==> src/sv/iqac_divider.sv <==
// ----------------------------------------------------------------------------
// iqac_divider
// Two-lane restoring divider, one quotient bit per cycle. Divides signed
// 36-bit sums by an unsigned 12-bit count, truncating toward zero.
// ----------------------------------------------------------------------------
module iqac_divider (
    input  logic                aclk,
    input  logic                aresetn,
    input  logic                start,
    input  logic signed [35:0]  dividend_re,
    input  logic signed [35:0]  dividend_im,
    input  logic [11:0]         divisor,
    output logic                done,
    output logic signed [23:0]  quot_re,
    output logic signed [23:0]  quot_im
);

    localparam int ITER = 36;
    localparam int CNT_W = $clog2(ITER);

    logic             busy_reg, done_reg;
    logic [CNT_W-1:0] cnt_reg;
    logic [35:0]      quo_re_reg, quo_im_reg;
    logic [11:0]      rem_re_reg, rem_im_reg, div_reg;
    logic             neg_re_reg, neg_im_reg;
    logic [35:0]      mag_re, mag_im, qn_re, qn_im;
    logic [12:0]      trial_re, trial_im;
    logic             ge_re, ge_im;

    always_comb begin
        mag_re   = dividend_re[35] ? (~dividend_re + 36'd1) : dividend_re;
        mag_im   = dividend_im[35] ? (~dividend_im + 36'd1) : dividend_im;
        trial_re = {rem_re_reg, quo_re_reg[35]};
        trial_im = {rem_im_reg, quo_im_reg[35]};
        ge_re    = trial_re >= {1'b0, div_reg};
        ge_im    = trial_im >= {1'b0, div_reg};
        qn_re    = neg_re_reg ? (~quo_re_reg + 36'd1) : quo_re_reg;
        qn_im    = neg_im_reg ? (~quo_im_reg + 36'd1) : quo_im_reg;
    end

    // Control
    always_ff @(posedge aclk) begin
        if (!aresetn) begin
            busy_reg <= 1'b0;
            done_reg <= 1'b0;
            cnt_reg  <= '0;
        end else begin
            done_reg <= busy_reg && (cnt_reg == CNT_W'(ITER - 1));
            if (start) begin
                busy_reg <= 1'b1;
                cnt_reg  <= '0;
            end else if (busy_reg) begin
                cnt_reg <= cnt_reg + CNT_W'(1);
                if (cnt_reg == CNT_W'(ITER - 1)) begin
                    busy_reg <= 1'b0;
                end
            end
        end
    end

    // Datapath
    always_ff @(posedge aclk) begin
        if (start) begin
            quo_re_reg <= mag_re;
            quo_im_reg <= mag_im;
            rem_re_reg <= '0;
            rem_im_reg <= '0;
            neg_re_reg <= dividend_re[35];
            neg_im_reg <= dividend_im[35];
            div_reg    <= divisor;
        end else if (busy_reg) begin
            quo_re_reg <= {quo_re_reg[34:0], ge_re};
            quo_im_reg <= {quo_im_reg[34:0], ge_im};
            rem_re_reg <= ge_re ? 12'(trial_re - {1'b0, div_reg}) : trial_re[11:0];
            rem_im_reg <= ge_im ? 12'(trial_im - {1'b0, div_reg}) : trial_im[11:0];
        end
    end

    assign done    = done_reg;
    assign quot_re = qn_re[23:0];
    assign quot_im = qn_im[23:0];

endmodule

==> config.mk <==
export PLATFORM = sky130hd
export DESIGN_NAME = iqac_divider
export DESIGN_NICKNAME = d
export VERILOG_FILES = /design/src/sv/iqac_divider.sv
export SDC_FILE = /design/constraint.sdc
export NUM_CORES = 1
export LEC_CHECK = 0
export ABC_AREA = 1
export BUFFER_PORTS_ARGS = -buffer_cell sky130_fd_sc_hd__buf_2
export CAP_MARGIN = 20
export CORE_ASPECT_RATIO = 1.4
export CORE_UTILIZATION = 59
export DETAILED_ROUTE_END_ITERATION = 10
export PLACE_DENSITY = 0.82
export SETUP_SLACK_MARGIN = 0.4
export SLEW_MARGIN = 20
export SYNTH_ARGS = -nofsm -noshare
export SYNTH_HDL_FRONTEND = slang
export SYNTH_SLANG_ARGS = --single-unit
==> constraint.sdc <==
create_clock -name aclk -period 3.73 [get_ports aclk]
set_clock_uncertainty 0.2 [all_clocks]
set_input_delay 0.5595 -clock aclk [delete_from_list [all_inputs] [get_ports aclk]]
set_output_delay 0.5595 -clock aclk [all_outputs]
set_load 0.005 [all_outputs]
==> impl_metrics.csv <==
group,metric,value,unit
outcome,outcome,"completed",
drt,post_drt_wl_per_cell,14.9,µm
timing,setup-violations-final,0,
timing,tightest_slew,877,ps
pwr,total_leakage_power,5.36,nW
global_routing,antenna_found_initial,0,
worst_hold_path,hold_depth,1,
pwr,powerDensity,373,mW/mm²
drt,vias,9957,
die,start_util,60.3,%
timing,hold_ws,107,ps
finish,drive_gt1_share,14.2,%
cts,clock_sinks,118,
global_routing,first_global_vias,9385,
place,gp_congestion,0.957,
logic_synthesis,syn_inst,1454,
timing,rsz0062_at_grt,"false",
die,rows,55,
finish,n_fill_cell,1439,
logic_synthesis,syn_avg_cell_area,6.68,µm²
logic_synthesis,yosys.area.top_type_share,26.6,%
critical_path,timing.rr.start,"div_reg[4]",
critical_path,cp-startpoint,"quo_re_reg[0]",
global_routing,grt_overflow,0,
logic_synthesis,syn_nets,1572,
place,hpwlAfterDp,20.4,mm
timing,tns,0,ps
cts,clockBufferDepth,2,
drt,antenna_left,0,
die,die_h,154,µm
logic_synthesis,syn_area,0.00971,mm²
logic_synthesis,ys_types,46,
critical_path,end_kind,"output pin",
global_routing,grt_max_degree,71,
logic_synthesis,synth_edf_count,86,
global_routing,grt_pass1_wl,43.2,mm
timing,clock.fmax,325,MHz
finish,syn2layout_area_growth,14.0,%
logic_synthesis,ys_ff_latch,118,
drt,vias_per_cell,5.58,
logic_synthesis,synthTopCellsByArea,"edfxtp_1, nand2_1, nand3_1, inv_1, dfxtp_1",
critical_path,crit_end,"quot_re[14]",
timing,min_period,3080,ps
critical_path,worst_setup_path_start_kind,"register",
finish,fin_util,68.7,%
drt,drtIter0Drc,764,
logic_synthesis,yosysMostFrequentCell,"nand2_1",
cts,insertion_delay,430,ps
die,die_x,110,µm
critical_path,rrSetupSlack,1140,ps
cts,root_buffer,"clkbuf_16",
critical_path,cp_slowest_stage_delay,420,ps
timing,slew_viol_final,0,
cts,cts_buffers,17,
die,dieArea,0.0170,mm²
logic_synthesis,ys_seq_area_share,33.2,%
critical_path,crit_slowest_cell,"edfxtp_1",
global_routing,track_usage,31.7,%
cts,hold_buffers,0,
drt,drt-total-wl,26.7,mm
logic_synthesis,synthFlopType,"edfxtp_1",
cts,cts.htree.levels,4,
worst_hold_path,worst_hold_path_type,"input port to register",
drt,drc,0,
finish,diodes,0,
timing,relSlewSlack,41.5,%
job,maxCapViolCount,0,
cts,cts_tree,"done",
pwr,irDropWorstVdd,0.258,mV
logic_synthesis,synth_common_cells,"nand2_1, inv_1, nor2_1",
logic_synthesis,synth_area_leader_cell,"edfxtp_1",
place,port_buffers,135,
critical_path,crit_top_cell,"nand2_1",
critical_path,r2r-end,"quo_re_reg[0]",
timing,finalCritPeriodShare,82.5,%
logic_synthesis,synth-async-reset-ratio,0,%
die,core,0.0161,mm²
critical_path,cp.arrival,2320,ps
critical_path,critPathKind,"register to output pin",
logic_synthesis,yosys_warnings,0,
timing,hold_viol_final,0,
drt,dr.pass1.iters,6,
critical_path,r2r_cells,10,
critical_path,cp_cell_sequence,"inv_1, ha_1, nand2_1, nor2_4, inv_2, nor2_1, nand2_1, nand2_1, o21ai_1, nor2_1, nand2_1, nand2_1, buf_2",
critical_path,critPathMaxFanout,3,
die,ios,136,
finish,nets,1692,
cts,path_clk_slew,60,ps
critical_path,critPathRequiredTime,2970,ps
cell type report:
class | instances | area (µm²) | area share, %
multi-input cells | 1096 | 5540 | 50.0
flip-flops and latches | 118 | 3220 | 29.1
repair buffers | 144 | 756 | 6.83
inverters | 197 | 739 | 6.68
clock buffers | 18 | 429 | 3.88
well taps | 199 | 249 | 2.25
clock inverters | 14 | 136 | 1.23
worst max-delay path, delay by kind of cell (launching register included):
kind / cells / cell delay [ps]
compound gates: 1 / 120
flops: 1 / 420
fa+ha+maj: 1 / 220
simple gates: 8 / 870
buf+inv: 3 / 250
worst min-delay path by stage:
stage,startpoint,end,slack (ps)
finish,divisor[9],div_reg[9],110
global route,divisor[9],div_reg[9],100
CTS,divisor[1],div_reg[1],100
detailed placement,rem_re_reg[8],rem_re_reg[8],270
global placement,rem_im_reg[6],rem_im_reg[6],260
floorplan,rem_im_reg[11],rem_im_reg[11],240
placed cells by master, fill, tap and decap left out, drive strengths merged, types with 6 or more instances in the layout:
master  netlist  routed
nand3       161     161
nand3b        6       6
nor2        176     176
nand2       442     442
edfxtp       86      86
a31oi         6       6
a21oi        25      25
dfxtp        32      32
nand4        41      41
buf          28     144
nor3         24      24
ha           29      29
inv         197     197
clkbuf       15      18
xnor2        17      17
o21ai        86      86
xor2         58      58
clkinv        0       8
power by group:
part	total [mW]	switching, mW	leakage [nW]	internal (mW)
clock network	1.59	0.617	0.269	0.972
logic	0.899	0.568	3.96	0.332
registers	1.64	0.0962	1.13	1.55
metal layers:
metal	wire length (µm)	part of all wire, %	GRT usage [%]	vias to the layer above
li1	-	-	-	4956
met1	10600	40	36.5	4487
met2	13000	49	54.7	407
met3	1600	6.0	5.20	107
met4	1430	5.4	19.9	0
met5	0	0	0	-
stage by stage:
stage / area [µm²] / power (mW) / std cells / setup WS, ps
after global placement: 10500 / 2.54 / 1754 / 1130
final: 11100 / 4.13 / 1786 / 654
after detailed placement: 10500 / 2.55 / 1754 / 1080
after global routing: 11100 / 4.31 / 1786 / 442
after floorplan: 9710 / 2.20 / 1454 / 785
after CTS: 11100 / 4.13 / 1786 / 661
cells by family after synthesis:
kind of cell / share of synthesized area (%)
buf+inv: 9.80
xor+xnor: 6.77
compound gates: 7.36
simple gates: 38.7
fa+ha+maj: 4.15
flops: 33.2
what timing repair did:
item,in CTS,in global routing
buffers inserted,0,0
setup endpoints to repair,0,1
hold endpoints to repair,0,0
resized for setup,0,1
Note: power is estimated with default switching activity, not from simulation.
